`src/hdl/dictionary_key_compare_macros.svh`:
```
// Assertion macros used by the dictionary key compare RTL.
`ifndef DICTIONARY_KEY_COMPARE_MACROS_SVH
`define DICTIONARY_KEY_COMPARE_MACROS_SVH

// Consequent must hold in the same cycle as the antecedent.
`define DKC_ASSERT_NOW(label, ante, cons) \
    label: assert property (@(posedge clk) disable iff (!rst_n) (ante) |-> (cons)) \
        else $error("dictionary_key_compare: same-cycle check failed");

// Consequent must hold in the cycle after the antecedent.
`define DKC_ASSERT_NEXT(label, ante, cons) \
    label: assert property (@(posedge clk) disable iff (!rst_n) (ante) |=> (cons)) \
        else $error("dictionary_key_compare: next-cycle check failed");

`endif

```
`src/hdl/dkc_pkg.sv`:
```
// Package with types, codes and character helpers for the key comparator.
`default_nettype none

package dkc_pkg;

    localparam int unsigned MAX_PATTERN = 255;

    localparam logic [1:0] CS_PLAIN = 2'd0;
    localparam logic [1:0] CS_LATIN = 2'd1;
    localparam logic [1:0] CS_JIS   = 2'd2;

    localparam logic [1:0] WE_ZERO = 2'd0;
    localparam logic [1:0] WE_SKIP = 2'd1;
    localparam logic [1:0] WE_NEG  = 2'd2;

    localparam logic REG_CHARSET = 1'b0;
    localparam logic REG_WORD_END = 1'b1;

    localparam logic [7:0] CH_SPACE    = 8'h20;
    localparam logic [7:0] CH_CASE_BIT = 8'h20;
    localparam logic [7:0] JIS_ALNUM   = 8'h23;
    localparam logic [7:0] JIS_HIRA    = 8'h24;
    localparam logic [7:0] JIS_KATA    = 8'h25;

    typedef enum logic [3:0] {
        PH_IDLE = 4'b0001,
        PH_CMP  = 4'b0010,
        PH_JIS2 = 4'b0100,
        PH_TAIL = 4'b1000
    } phase_t;

    typedef struct packed {
        logic [1:0] charset_mode;
        logic [1:0] word_end_rule;
    } cfg_t;

    typedef struct packed {
        logic       start_req;
        logic [7:0] word_byte;
        logic [7:0] pattern_byte;
        logic [7:0] pattern_length;
    } item_t;

    typedef struct packed {
        phase_t     phase;
        logic [7:0] position;
        logic [7:0] length_held;
        logic [7:0] held_word_lead;
        logic [7:0] held_pattern_lead;
    } state_t;

    function automatic logic ascii_letter(input logic [7:0] c);
        ascii_letter = (c >= 8'h41 && c <= 8'h5A) || (c >= 8'h61 && c <= 8'h7A);
    endfunction

    function automatic logic latin_letter(input logic [7:0] c);
        latin_letter = ascii_letter(c)
            || (c >= 8'hC0 && c <= 8'hD6) || (c >= 8'hD8 && c <= 8'hDE)
            || (c >= 8'hE0 && c <= 8'hF6) || (c >= 8'hF8 && c <= 8'hFE);
    endfunction

    function automatic logic signed [8:0] byte_diff(input logic [7:0] a,
                                                     input logic [7:0] b);
        byte_diff = $signed({1'b0, a}) - $signed({1'b0, b});
    endfunction

endpackage

`default_nettype wire

```
`src/hdl/dictionary_key_compare.sv`:
```
// Top level of the streaming dictionary key comparator.
// Usage:
// Each transfer on the s_ channel carries one word byte and the pattern byte at
// the same position. s_tuser marks the first position of a new comparison, and
// the pattern length for it rides in the top byte of s_tdata. A single signed
// order value leaves on the m_ channel once the comparison is decided: zero on
// a match, else its sign gives word against pattern. Items that decide nothing
// produce no transfer.
// The cfg channel writes charset mode (index 0) and word-end rule (index 1);
// it is always ready. The user must write it only while no item is in flight;
// the block itself does not enforce this. A transfer is captured in an input
// register and evaluated against the comparison state; its result is registered
// in the result register that drives m_tvalid. Throughput is one item per cycle
// while the receiver does not stall, set by the single evaluation stage between
// the input and result registers. Reset clears the comparison state to idle and
// both valid flags. When the receiver stalls, the result register holds and the
// input register absorbs one more item before s_tready falls.
`default_nettype none
`include "dictionary_key_compare_macros.svh"

module dictionary_key_compare
    import dkc_pkg::*;
(
    input  wire         clk,
    input  wire         rst_n,
    input  wire         s_tvalid,
    output logic        s_tready,
    input  wire  [23:0] s_tdata,   // [7:0] word_byte, [15:8] pattern_byte, [23:16] pattern_length
    input  wire  [0:0]  s_tuser,   // [0] start_req
    output logic        m_tvalid,
    input  wire         m_tready,
    output logic [15:0] m_tdata,   // [8:0] order, [15:9] zero
    input  wire         cfg_valid,
    output logic        cfg_ready,
    input  wire         cfg_index,
    input  wire  [1:0]  cfg_data
);

    cfg_t              cfg;
    item_t             item_reg;
    logic              in_valid_reg;
    state_t            state_reg;
    state_t            state_next;
    logic              res_valid;
    logic signed [8:0] res_order;
    logic              out_valid_reg;
    logic signed [8:0] order_reg;
    logic              proc_fire;
    logic              s_fire;

    assign cfg_ready = 1'b1;

    dkc_cfg_regs u_cfg (
        .clk      (clk),
        .rst_n    (rst_n),
        .wr_en    (cfg_valid & cfg_ready),
        .wr_index (cfg_index),
        .wr_data  (cfg_data),
        .cfg      (cfg)
    );

    // The held item is evaluated when the result register is free to take its result.
    assign proc_fire = in_valid_reg && (!out_valid_reg || m_tready);
    assign s_tready  = !in_valid_reg || proc_fire;
    assign s_fire    = s_tvalid && s_tready;

    always_ff @(posedge clk or negedge rst_n)
    begin
        if (!rst_n)
            in_valid_reg <= 1'b0;
        else if (s_fire)
            in_valid_reg <= 1'b1;
        else if (proc_fire)
            in_valid_reg <= 1'b0;
    end

    always_ff @(posedge clk)
    begin
        if (s_fire)
        begin
            item_reg.start_req      <= s_tuser[0];
            item_reg.word_byte      <= s_tdata[7:0];
            item_reg.pattern_byte   <= s_tdata[15:8];
            item_reg.pattern_length <= s_tdata[23:16];
        end
    end

    dkc_step u_step (
        .item       (item_reg),
        .state      (state_reg),
        .cfg        (cfg),
        .state_next (state_next),
        .res_valid  (res_valid),
        .res_order  (res_order)
    );

    always_ff @(posedge clk or negedge rst_n)
    begin
        if (!rst_n)
        begin
            state_reg <= '{phase: PH_IDLE, position: '0, length_held: '0,
                           held_word_lead: '0, held_pattern_lead: '0};
        end
        else if (proc_fire)
        begin
            state_reg <= state_next;
        end
    end

    always_ff @(posedge clk or negedge rst_n)
    begin
        if (!rst_n)
            out_valid_reg <= 1'b0;
        else if (proc_fire)
            out_valid_reg <= res_valid;
        else if (m_tready)
            out_valid_reg <= 1'b0;
    end

    always_ff @(posedge clk)
    begin
        if (proc_fire && res_valid)
            order_reg <= res_order;
    end

    assign m_tvalid = out_valid_reg;
    assign m_tdata  = {7'd0, order_reg};

    `DKC_ASSERT_NEXT(a_result_ends_compare, proc_fire && res_valid, state_reg.phase == PH_IDLE)
    `DKC_ASSERT_NOW(a_open_pos_in_range,
        state_reg.phase == PH_TAIL || state_reg.phase == PH_JIS2,
        state_reg.position < state_reg.length_held)
    `DKC_ASSERT_NEXT(a_held_item_kept, in_valid_reg && !proc_fire, in_valid_reg)

endmodule

`default_nettype wire

```
`src/hdl/dkc_cfg_regs.sv`:
```
// Configuration registers: charset mode and word-end rule.
`default_nettype none

module dkc_cfg_regs
    import dkc_pkg::*;
(
    input  wire        clk,
    input  wire        rst_n,
    input  wire        wr_en,
    input  wire        wr_index,
    input  wire  [1:0] wr_data,
    output cfg_t       cfg
);

    cfg_t cfg_reg;

    always_ff @(posedge clk or negedge rst_n)
    begin
        if (!rst_n)
        begin
            cfg_reg <= '{charset_mode: CS_PLAIN, word_end_rule: WE_ZERO};
        end
        else if (wr_en)
        begin
            case (wr_index)
                REG_CHARSET:  cfg_reg.charset_mode  <= wr_data;
                REG_WORD_END: cfg_reg.word_end_rule <= wr_data;
                default:      cfg_reg <= cfg_reg;
            endcase
        end
    end

    assign cfg = cfg_reg;

endmodule

`default_nettype wire

```
`src/hdl/dkc_step.sv`:
```
// Per-item compare logic: next comparison state and the result, if decided.
`default_nettype none

module dkc_step
    import dkc_pkg::*;
(
    input  item_t             item,
    input  state_t            state,
    input  cfg_t              cfg,
    output state_t            state_next,
    output logic              res_valid,
    output logic signed [8:0] res_order
);

    state_t      st;
    logic [7:0]  w;
    logic [7:0]  p;
    logic [7:0]  pos_inc;
    logic [8:0]  pos_pair;
    logic        wl_kana;
    logic        pl_kana;

    assign w = item.word_byte;
    assign p = item.pattern_byte;

    always_comb
    begin
        st = state;
        if (item.start_req)
        begin
            if (32'(item.pattern_length) > MAX_PATTERN)
                st.length_held = 8'(MAX_PATTERN);
            else
                st.length_held = item.pattern_length;
            st.position = '0;
            st.phase    = PH_CMP;
        end
    end

    assign pos_inc  = st.position + 8'd1;
    assign pos_pair = {1'b0, st.position} + 9'd1;
    assign wl_kana  = (st.held_word_lead == JIS_HIRA) || (st.held_word_lead == JIS_KATA);
    assign pl_kana  = (st.held_pattern_lead == JIS_HIRA)
                   || (st.held_pattern_lead == JIS_KATA);

    always_comb
    begin
        state_next = st;
        res_valid  = 1'b0;
        res_order  = '0;
        case (st.phase)
            PH_IDLE:
            begin
                res_valid = 1'b0;
            end
            PH_TAIL:
            begin
                // Trailing spaces and zero bytes of the pattern are skipped.
                if (st.position >= st.length_held)
                    res_valid = 1'b1;
                else if (p == CH_SPACE || p == 8'd0)
                begin
                    state_next.position = pos_inc;
                    if (pos_inc >= st.length_held)
                        res_valid = 1'b1;
                end
                else
                begin
                    res_valid = 1'b1;
                    res_order = byte_diff(st.position, st.length_held);
                end
            end
            PH_JIS2:
            begin
                if (w == 8'd0)
                begin
                    res_valid = 1'b1;
                    res_order = byte_diff(st.held_word_lead, st.held_pattern_lead);
                end
                else if (wl_kana && pl_kana)
                begin
                    if (w != p)
                    begin
                        res_valid = 1'b1;
                        res_order = byte_diff(w, p);
                    end
                end
                else if (st.held_word_lead == JIS_ALNUM && st.held_pattern_lead == JIS_ALNUM
                         && ascii_letter(w))
                begin
                    if ((w | CH_CASE_BIT) != (p | CH_CASE_BIT))
                    begin
                        res_valid = 1'b1;
                        res_order = byte_diff(w, p);
                    end
                end
                else if (st.held_word_lead != st.held_pattern_lead)
                begin
                    res_valid = 1'b1;
                    res_order = byte_diff(st.held_word_lead, st.held_pattern_lead);
                end
                else if (w != p)
                begin
                    res_valid = 1'b1;
                    res_order = byte_diff(w, p);
                end
                if (!res_valid)
                begin
                    state_next.position = pos_inc;
                    state_next.phase    = PH_CMP;
                end
            end
            PH_CMP:
            begin
                if (st.position >= st.length_held)
                begin
                    res_valid = 1'b1;
                    res_order = $signed({1'b0, w});
                end
                else if (w == 8'd0)
                begin
                    if (cfg.word_end_rule == WE_SKIP)
                    begin
                        // Same handling as a tail item, starting at this position.
                        state_next.phase = PH_TAIL;
                        if (p == CH_SPACE || p == 8'd0)
                        begin
                            state_next.position = pos_inc;
                            if (pos_inc >= st.length_held)
                                res_valid = 1'b1;
                        end
                        else
                        begin
                            res_valid = 1'b1;
                            res_order = byte_diff(st.position, st.length_held);
                        end
                    end
                    else if (cfg.word_end_rule == WE_NEG)
                    begin
                        res_valid = 1'b1;
                        res_order = 9'sd0 - $signed({1'b0, p});
                    end
                    else
                    begin
                        res_valid = 1'b1;
                    end
                end
                else if (cfg.charset_mode == CS_JIS)
                begin
                    if (pos_pair >= {1'b0, st.length_held})
                    begin
                        res_valid = 1'b1;
                        res_order = byte_diff(w, p);
                    end
                    else
                    begin
                        state_next.held_word_lead    = w;
                        state_next.held_pattern_lead = p;
                        state_next.position          = pos_inc;
                        state_next.phase             = PH_JIS2;
                    end
                end
                else if (cfg.charset_mode == CS_LATIN && latin_letter(w))
                begin
                    if ((w | CH_CASE_BIT) != (p | CH_CASE_BIT))
                    begin
                        res_valid = 1'b1;
                        res_order = byte_diff(w, p);
                    end
                    else
                        state_next.position = pos_inc;
                end
                else if (w != p)
                begin
                    res_valid = 1'b1;
                    res_order = byte_diff(w, p);
                end
                else
                    state_next.position = pos_inc;
            end
            default:
            begin
                res_valid = 1'b0;
            end
        endcase
        if (res_valid)
            state_next.phase = PH_IDLE;
    end

endmodule

`default_nettype wire
```
`config.mk`:
```
export PLATFORM = sky130hd
export DESIGN_NAME = dictionary_key_compare
export DESIGN_NICKNAME = d
export VERILOG_FILES = /design/src/hdl/dkc_pkg.sv /design/src/hdl/dictionary_key_compare.sv /design/src/hdl/dkc_cfg_regs.sv /design/src/hdl/dkc_step.sv
export VERILOG_INCLUDE_DIRS = /design/src /design/src/hdl
export SDC_FILE = /design/constraint.sdc
export NUM_CORES = 1
export LEC_CHECK = 0
export BUFFER_PORTS_ARGS = -buffer_cell sky130_fd_sc_hd__buf_4
export CORE_UTILIZATION = 55
export DETAILED_ROUTE_END_ITERATION = 8
export GPL_TIMING_DRIVEN = 1
export HOLD_SLACK_MARGIN = 0.06
export PLACE_DENSITY_LB_ADDON = 0.3
export SYNTH_ARGS = -nofsm -noshare
export SYNTH_HDL_FRONTEND = slang
export SYNTH_HIERARCHICAL = 1
export SYNTH_SLANG_ARGS = --single-unit
```
`constraint.sdc`:
```
create_clock -name clk -period 3.72 [get_ports clk]
set_input_delay 0.744 -clock clk [delete_from_list [all_inputs] [get_ports clk]]
set_output_delay 0.744 -clock clk [all_outputs]
set_load 0.005 [all_outputs]
```
### After elaboration in Yosys (flattened, before gate mapping)

Index checks and enable logic that the tools add are counted.

* logic and storage cells: 141
* input port bits: 33
* bits in registers: 76

* reductions and logical operators: 32
* order comparisons: 15
* bitwise logic cells: 4
* equal/unequal tests: 17
* add/sub/neg operators: 6
* multiplexer cells: 53

Operators by type and width (number)
* two-way mux 9 bit: 15
* two-way mux 12 bit: 5
* == test 8 x 6 -> 1 bit (second input constant): 7
* two-way mux 8 bit: 6
* >= comparator 8 bit (second input constant): 4
* less-or-equal comparator 8 bit (second input constant): 4
* case mux 9 bit (3 select lines): 1
* subtractor 8 x 8 -> 9 bit: 3
* case mux 8 bit (3 select lines): 1
* two-way mux 1 bit: 20
* two-way mux 20 bit: 1
* >= comparator 8 x 7 -> 1 bit (second input constant): 2
* >= comparator 8 bit: 2
* less-or-equal comparator 8 x 7 -> 1 bit (second input constant): 2
* zero test 8 bit: 2
* != test 8 bit: 2
* logical AND 1 bit: 13
* logical OR 1 bit: 10
* adder 8 x 1 -> 9 bit (second input constant): 1
* >= comparator 9 x 8 -> 1 bit: 1
* subtractor 1 x 8 -> 9 bit (first input constant): 1
* adder 8 x 1 -> 8 bit (second input constant): 1
* two-way mux 4 bit: 2
* case mux 4 bit (2 select lines): 1
* 12 further kinds: 20

### Logic depth before layout (Yosys ltp)

* depth after elaboration: 14
* gate-level depth with buffers: 18
* depth with buffers taken out: 17

### Hierarchy

The synthesis kept the hierarchy.

Modules (own cells, without submodules)
* dkc_step: seq. area each 0.0 um^2, instances 1, area each 3125.5 um^2, cells an instance 456
* dictionary_key_compare: seq. area each 1973.1 um^2, instances 1, area each 2680.1 um^2, cells an instance 130
* dkc_cfg_regs: seq. area each 100.1 um^2, instances 1, area each 172.7 um^2, cells an instance 10

### Worst setup path before layout

OpenSTA, ideal clock, no wires.

* path type: flip-flop to flip-flop
* start point: register item_reg[24] (netlist name)
* end point: register state_reg[25] (netlist name)
* slack: -408 ps
* cell stages (with the launch flop): 14
* library setup time: 125 ps
* path buffers: 3
* data arrival time: 4002 ps
* period minus slack after synthesis: 4128 ps
* path through: edfxtp_1 -> clkbuf_1 -> buf_1 -> mux2i_1 -> ha_1 -> nor2b_1 -> o31a_1 -> o211a_1 -> or3_1 -> buf_2 -> or3_4 -> and2_4 -> mux2_4 -> mux2_4

RTL lines
* start, declared: line dictionary_key_compare.sv:40 `item_t item_reg;`
* end signal, assigned: line dictionary_key_compare.sv:101 `state_reg <= '{phase: PH_IDLE, position: '0, length_held: '0,`
* end signal, assigned: line dictionary_key_compare.sv:106 `state_reg <= state_next;`
* end, declared: line dictionary_key_compare.sv:42 `state_t state_reg;`

### Worst setup path in the final report

* start point: register item_reg[24] (netlist name)
* end point: register order_reg[5], enable pin

* longest elaborated chain between the ends: 10
* elaborated cells on any way between the ends: 19

Ends and longest elaborated chain
* two-way mux 20 bit *: line dkc_step.sv:29 `if (item.start_req)`
* adder 8 x 1 -> 8 bit: line dkc_step.sv:40 `assign pos_inc = st.position + 8'd1;`
* >= comparator 8 bit: line dkc_step.sv:64, dkc_step.sv:129
* two-way mux 1 bit: line dkc_step.sv:64, dkc_step.sv:129
* two-way mux 1 bit: line dkc_step.sv:126 `if (p == CH_SPACE || p == 8'd0)`
* two-way mux 1 bit: line dkc_step.sv:122 `if (cfg.word_end_rule == WE_SKIP)`
* two-way mux 1 bit: line dkc_step.sv:120 `else if (w == 8'd0)`
* two-way mux 1 bit: line dkc_step.sv:115 `if (st.position >= st.length_held)`
* case mux 1 bit (3 select lines) *: line dkc_step.sv:51 `case (st.phase)`
* net res_valid: line dictionary_key_compare.sv:44 `logic res_valid;`
* logical AND 1 bit *: line dictionary_key_compare.sv:122 `if (proc_fire && res_valid)`
* end signal, assigned: line dictionary_key_compare.sv:123 `order_reg <= res_order;`
* end, declared: line dictionary_key_compare.sv:47 `logic signed [8:0] order_reg;`

Mark *: on every way through the listed nets, which the timed path passes. The rest lies on a longest branch.
A chain may end at the register's enable or synchronous reset.

==> results_tabular.tex <==
\begin{tabular}{lr}
\hline
Metric & Value \\
\hline
\multicolumn{2}{l}{\textbf{Status}} \\
\quad Result of the run & complete, no violations \\
\multicolumn{2}{l}{\textbf{Route}} \\
\quad Routed Antenna Nets & 0 \\
\quad Via density & 6.358 \\
\quad Violation count after the first detailed-routing iteration & 617 \\
\quad Pre-Repair DR Iteration Count & 5 \\
\quad Vias post-DR & 5182 \\
\quad DR WL/cell & approximately 21 µm \\
\quad Post-Route WL & about 17 mm \\
\quad Remaining DRCs & 0 \\
\multicolumn{2}{l}{\textbf{Clock network}} \\
\quad Worst-Skew Late Latency & $\sim$400 ps \\
\quad Maximum clock path buffer count & 2 \\
\quad Sink count of the clock tree & 76 \\
\quad TritonCTS clock tree & done \\
\quad Number of clock buffers inserted by TritonCTS & 9 \\
\quad CTS clk-pin slew, worst paths & approximately 90 ps \\
\quad Clock root buffer & sky130\_fd\_sc\_hd\_\_clkbuf\_8 \\
\quad H-tree depth reported by CTS & 3 \\
\multicolumn{2}{l}{\textbf{Floorplanning}} \\
\quad Overall die height & between 100 and 150 µm \\
\quad Top-level port count & 52 \\
\quad Floorplan row count & 37 \\
\quad Starting density of the core & between 50\% and 60\% \\
\quad Die X-Extent & approximately 110 µm \\
\quad Area of the die & around 11000 µm² \\
\quad Core area & about 10000 µm² \\
\multicolumn{2}{l}{\textbf{Finish}} \\
\quad \# diodes & 0 \\
\quad Area used by sequential logic in the layout & about 2100 µm² \\
\quad Combined area of the multi-input logic cells & between 3000 and 4000 µm² \\
\quad Post-layout nets & about 740 \\
\quad Filler instances & 819 \\
\quad Layout area overhead & 16.49\% \\
\quad Number of cells in the finished layout apart from fillers & 815 \\
\quad Flip-flop count of the largest register, all copies and words added & 36 \\
\quad Fraction of final layout cells with drive strength greater than 1 & a little over a quarter \\
\multicolumn{2}{l}{\textbf{STA}} \\
\quad Worst path setup slack after routing & 47.47 ps \\
\quad Top achievable clock speed & $\sim$0.27 GHz \\
\quad Fin. max-slew vios & 0 \\
\quad Slew Limit Headroom & 52.35\% \\
\quad Number of hold-slack violations in the final timing report & 0 \\
\quad Total setup violations reported at the end of the flow & 0 \\
\quad Setup repair after global routing missed its margin & yes \\
\quad Worst-margin pin slew & about 700 ps \\
\quad Period utilization & 98.72\% \\
\quad Layout Skew & around 27 ps \\
\quad Post-route minimum period & roughly 3700 ps \\
\multicolumn{2}{l}{\textbf{Critical path}} \\
\quad Endpoint type of the worst setup path & flop \\
\quad Crit Reg-Reg Startpoint & item\_reg[24] \\
\quad Crit Path Max Fanout & 5 \\
\quad Req. time, crit path & $\sim$3800 ps \\
\quad Setup slack, reg-to-reg & around 47 ps \\
\quad Number of cell instances on the worst register-to-register path & 17 \\
\quad Beginning of the critical path & item\_reg[24] \\
\quad R2r endpoint & order\_reg[5] \\
\quad Category of the worst setup path launch point & flop \\
\quad Critical path type & flop to flop \\
\quad Termination of the worst setup path & order\_reg[5] \\
\quad Crit path arrival time & about 3800 ps \\
\multicolumn{2}{l}{\textbf{Placement}} \\
\quad Half-perimeter wire length of the detailed placement result & roughly 13 mm \\
\quad Minimum setup slack after placement & -17.18 ps \\
\quad Count of input and output buffers & 43 \\
\quad Final RePlAce weighted congestion & roughly 1 \\
\quad Number of cells in the design after placement & around 800 \\
\multicolumn{2}{l}{\textbf{Pwr}} \\
\quad Static power due to leakage & between 3 and 4 nW \\
\quad Power density over cell area & slightly above 600 nW/µm² \\
\quad Maximum vdd ir drop & 0.0005491 V \\
\multicolumn{2}{l}{\textbf{Logic synthesis}} \\
\quad Share of synthesized flip-flops with an asynchronous set or reset & between 50\% and 60\% \\
\quad Primary flip-flop cell chosen by synthesis mapping & sky130\_fd\_sc\_hd\_\_dfrtp\_1 \\
\quad Number of synthesized register bits & 76 \\
\quad Cell area after synthesis & 5978 µm² \\
\quad Number of synthesized flops with an enable pin & 34 \\
\quad Synth cell types & 77 \\
\quad Synthesized area per cell & 10.03 µm² \\
\quad Share of synthesized area occupied by flip-flops and latches & a little over a third \\
\quad Syn. warnings & 6 \\
\quad Cells after synthesis & $\sim$600 \\
\multicolumn{2}{l}{\textbf{GRT}} \\
\quad Antenna violations before repair & 0 \\
\quad Wire length of the first global-routing pass & $\sim$27 mm \\
\quad Grt ovf & 0 \\
\quad Global-route total usage across every layer & 32.07\% \\
\quad Number of global-route vias before repair & between 4000 and 5000 \\
\quad Maximum number of pins on one net before global-route repair & 43 \\
\multicolumn{2}{l}{\textbf{Flow run}} \\
\quad Count of max-cap constraint violations & 0 \\
\multicolumn{2}{l}{\textbf{Worst hold path}} \\
\quad Min-delay worst type & primary input to async pin \\
\hline
\end{tabular}
==> synth_stat cells, types with 9 or more instances <==
cell type | number | area share [%]
sky130_fd_sc_hd__ha_1 | 34 | 7.1
sky130_fd_sc_hd__a21oi_1 | 29 | 2.4
sky130_fd_sc_hd__mux2_4 | 34 | 8.5
sky130_fd_sc_hd__xnor2_1 | 14 | 2.1
sky130_fd_sc_hd__clkbuf_1 | 11 | 0.69
sky130_fd_sc_hd__inv_1 | 35 | 2.2
sky130_fd_sc_hd__edfxtp_1 | 34 | 17
sky130_fd_sc_hd__nor3_1 | 15 | 1.3
sky130_fd_sc_hd__nand2_1 | 28 | 1.8
sky130_fd_sc_hd__xor2_1 | 10 | 1.5
sky130_fd_sc_hd__o21ai_0 | 24 | 2.0
sky130_fd_sc_hd__dfrtp_1 | 41 | 17
sky130_fd_sc_hd__mux2_2 | 16 | 3.0
sky130_fd_sc_hd__nor2_1 | 37 | 2.3
sky130_fd_sc_hd__nand4_1 | 13 | 1.4
sky130_fd_sc_hd__nand3_1 | 17 | 1.4
sky130_fd_sc_hd__mux2i_1 | 16 | 2.7
sky130_fd_sc_hd__nor2b_1 | 20 | 2.1
sky130_fd_sc_hd__o211ai_1 | 9 | 1.1
==> area by class of cell <==
cell class	instances	area share, %
Tap cell	136	2.443
Multi-Input combinational cell	465	53.20
Timing Repair Buffer	87	9.666
Clock buffer	9	1.779
Inverter	35	1.886
Sequential cell	76	29.77
Clock inverter	7	1.258
==> timing repair <==
item                       in CTS  in global routing
hold buffers                    0                  0
gates resized for setup         0                 17
setup endpoints to repair       3                 33
cloned                          0                  1
pin swaps                       1                  6
setup buffers                   1                  2
==> power by group <==
group	leakage, nW	total [mW]	internal, mW	switching (mW)
Sequential	0.846	1.34	1.12	0.212
Combinational	2.17	2.22	1.07	1.15
Clock	0.109	0.697	0.327	0.369
Total	3.12	4.26	2.53	1.73
==> critical path, cell delays in order (launching register included) <==
cell and delay [ps]:
sky130_fd_sc_hd__edfxtp_1 450, sky130_fd_sc_hd__nor2b_2 220, sky130_fd_sc_hd__ha_4 190, sky130_fd_sc_hd__and4_4 240, sky130_fd_sc_hd__nand2_4 70, sky130_fd_sc_hd__xnor2_2 150
sky130_fd_sc_hd__ha_1 330, sky130_fd_sc_hd__and4_4 250, sky130_fd_sc_hd__o311ai_4 110, sky130_fd_sc_hd__nand4_1 150, sky130_fd_sc_hd__buf_4 150, sky130_fd_sc_hd__o22ai_1 70
sky130_fd_sc_hd__a221o_1 350, sky130_fd_sc_hd__o21a_1 150, sky130_fd_sc_hd__o21ai_1 100, sky130_fd_sc_hd__nand2_1 130, sky130_fd_sc_hd__nor2_4 150, sky130_fd_sc_hd__buf_6 130
==> worst min path at each step <==
stage                   from       endpoint  slack (ps)  depth (start not counted)
2_1_floorplan          rst_n   in_valid_reg         450                          0
3_5_place_dp   state_reg[22]  state_reg[22]         490                          1
3_3_place_gp   state_reg[31]  state_reg[31]         490                          1
6_report               rst_n  state_reg[25]         350                          1
5_1_grt                rst_n  state_reg[28]         380                          1
4_1_cts                rst_n   state_reg[8]         350                          1
==> cell usage in the layout, fill, tap and decap left out, drive strengths merged, types with 4 or more instances in the layout <==
cell	synthesis	routed
o221ai	7	7
nor2b	21	21
nand2b	6	6
nand4	13	13
a21oi	29	29
o21ai	24	24
a21o	4	4
a211oi	6	6
or4	4	4
nor2	37	37
conb	2	8
mux2i	16	16
o31ai	4	4
or2	4	4
and2	5	5
o22ai	4	4
nor3	16	16
o311ai	4	4
o31a	4	4
buf	15	87
xor2	10	10
or3	6	6
nor4	7	7
nand2	30	30
a32oi	5	5
mux2	51	51
nand3	17	17
o211ai	9	9
a31oi	5	5
clkbuf	11	9
ha	34	34
inv	35	40
edfxtp	34	34
and3	6	6
xnor2	14	14
dfrtp	41	41
o21a	8	8
==> metal layers <==
metal / up-vias / share of wire (%) / GRT usage [%]
met5: - / 0 / 0
met4: 0 / 2.1 / 9.524
met3: 33 / 7.8 / 6.744
met2: 268 / 45 / 49.12
met1: 2482 / 46 / 45.46
li1: 2399 / - / -
==> metrics by stage <==
stage	total power [mW]	TNS (ps)	util, %	instance area [µm²]	hold WS [ps]
2_1_floorplan	2.834	0	-	6045	448.4
3_3_place_gp	3.415	0	63.90	6656	485.5
3_5_place_dp	3.446	-22.00	63.90	6656	490.3
4_1_cts	4.166	0	66.01	6875	347.2
5_1_grt	4.496	-943.6	66.86	6964	382.8
6_report	4.255	0	66.86	6964	345.2
==> cell families after synthesis <==
family                     Yosys count  share of synthesized area [%]
adders and majority gates           37                          8.121
buffers and inverters               61                          5.211
other                                2                         0.1256
DFF                                 76                          34.68
xor gates and xnor gates            24                          3.516
and+or+nand+nor                    189                          17.77
muxes                               67                          14.42
AOI/OAI and AO/OA                  140                          16.16
No activity file was read; power rests on OpenSTA's default activity.
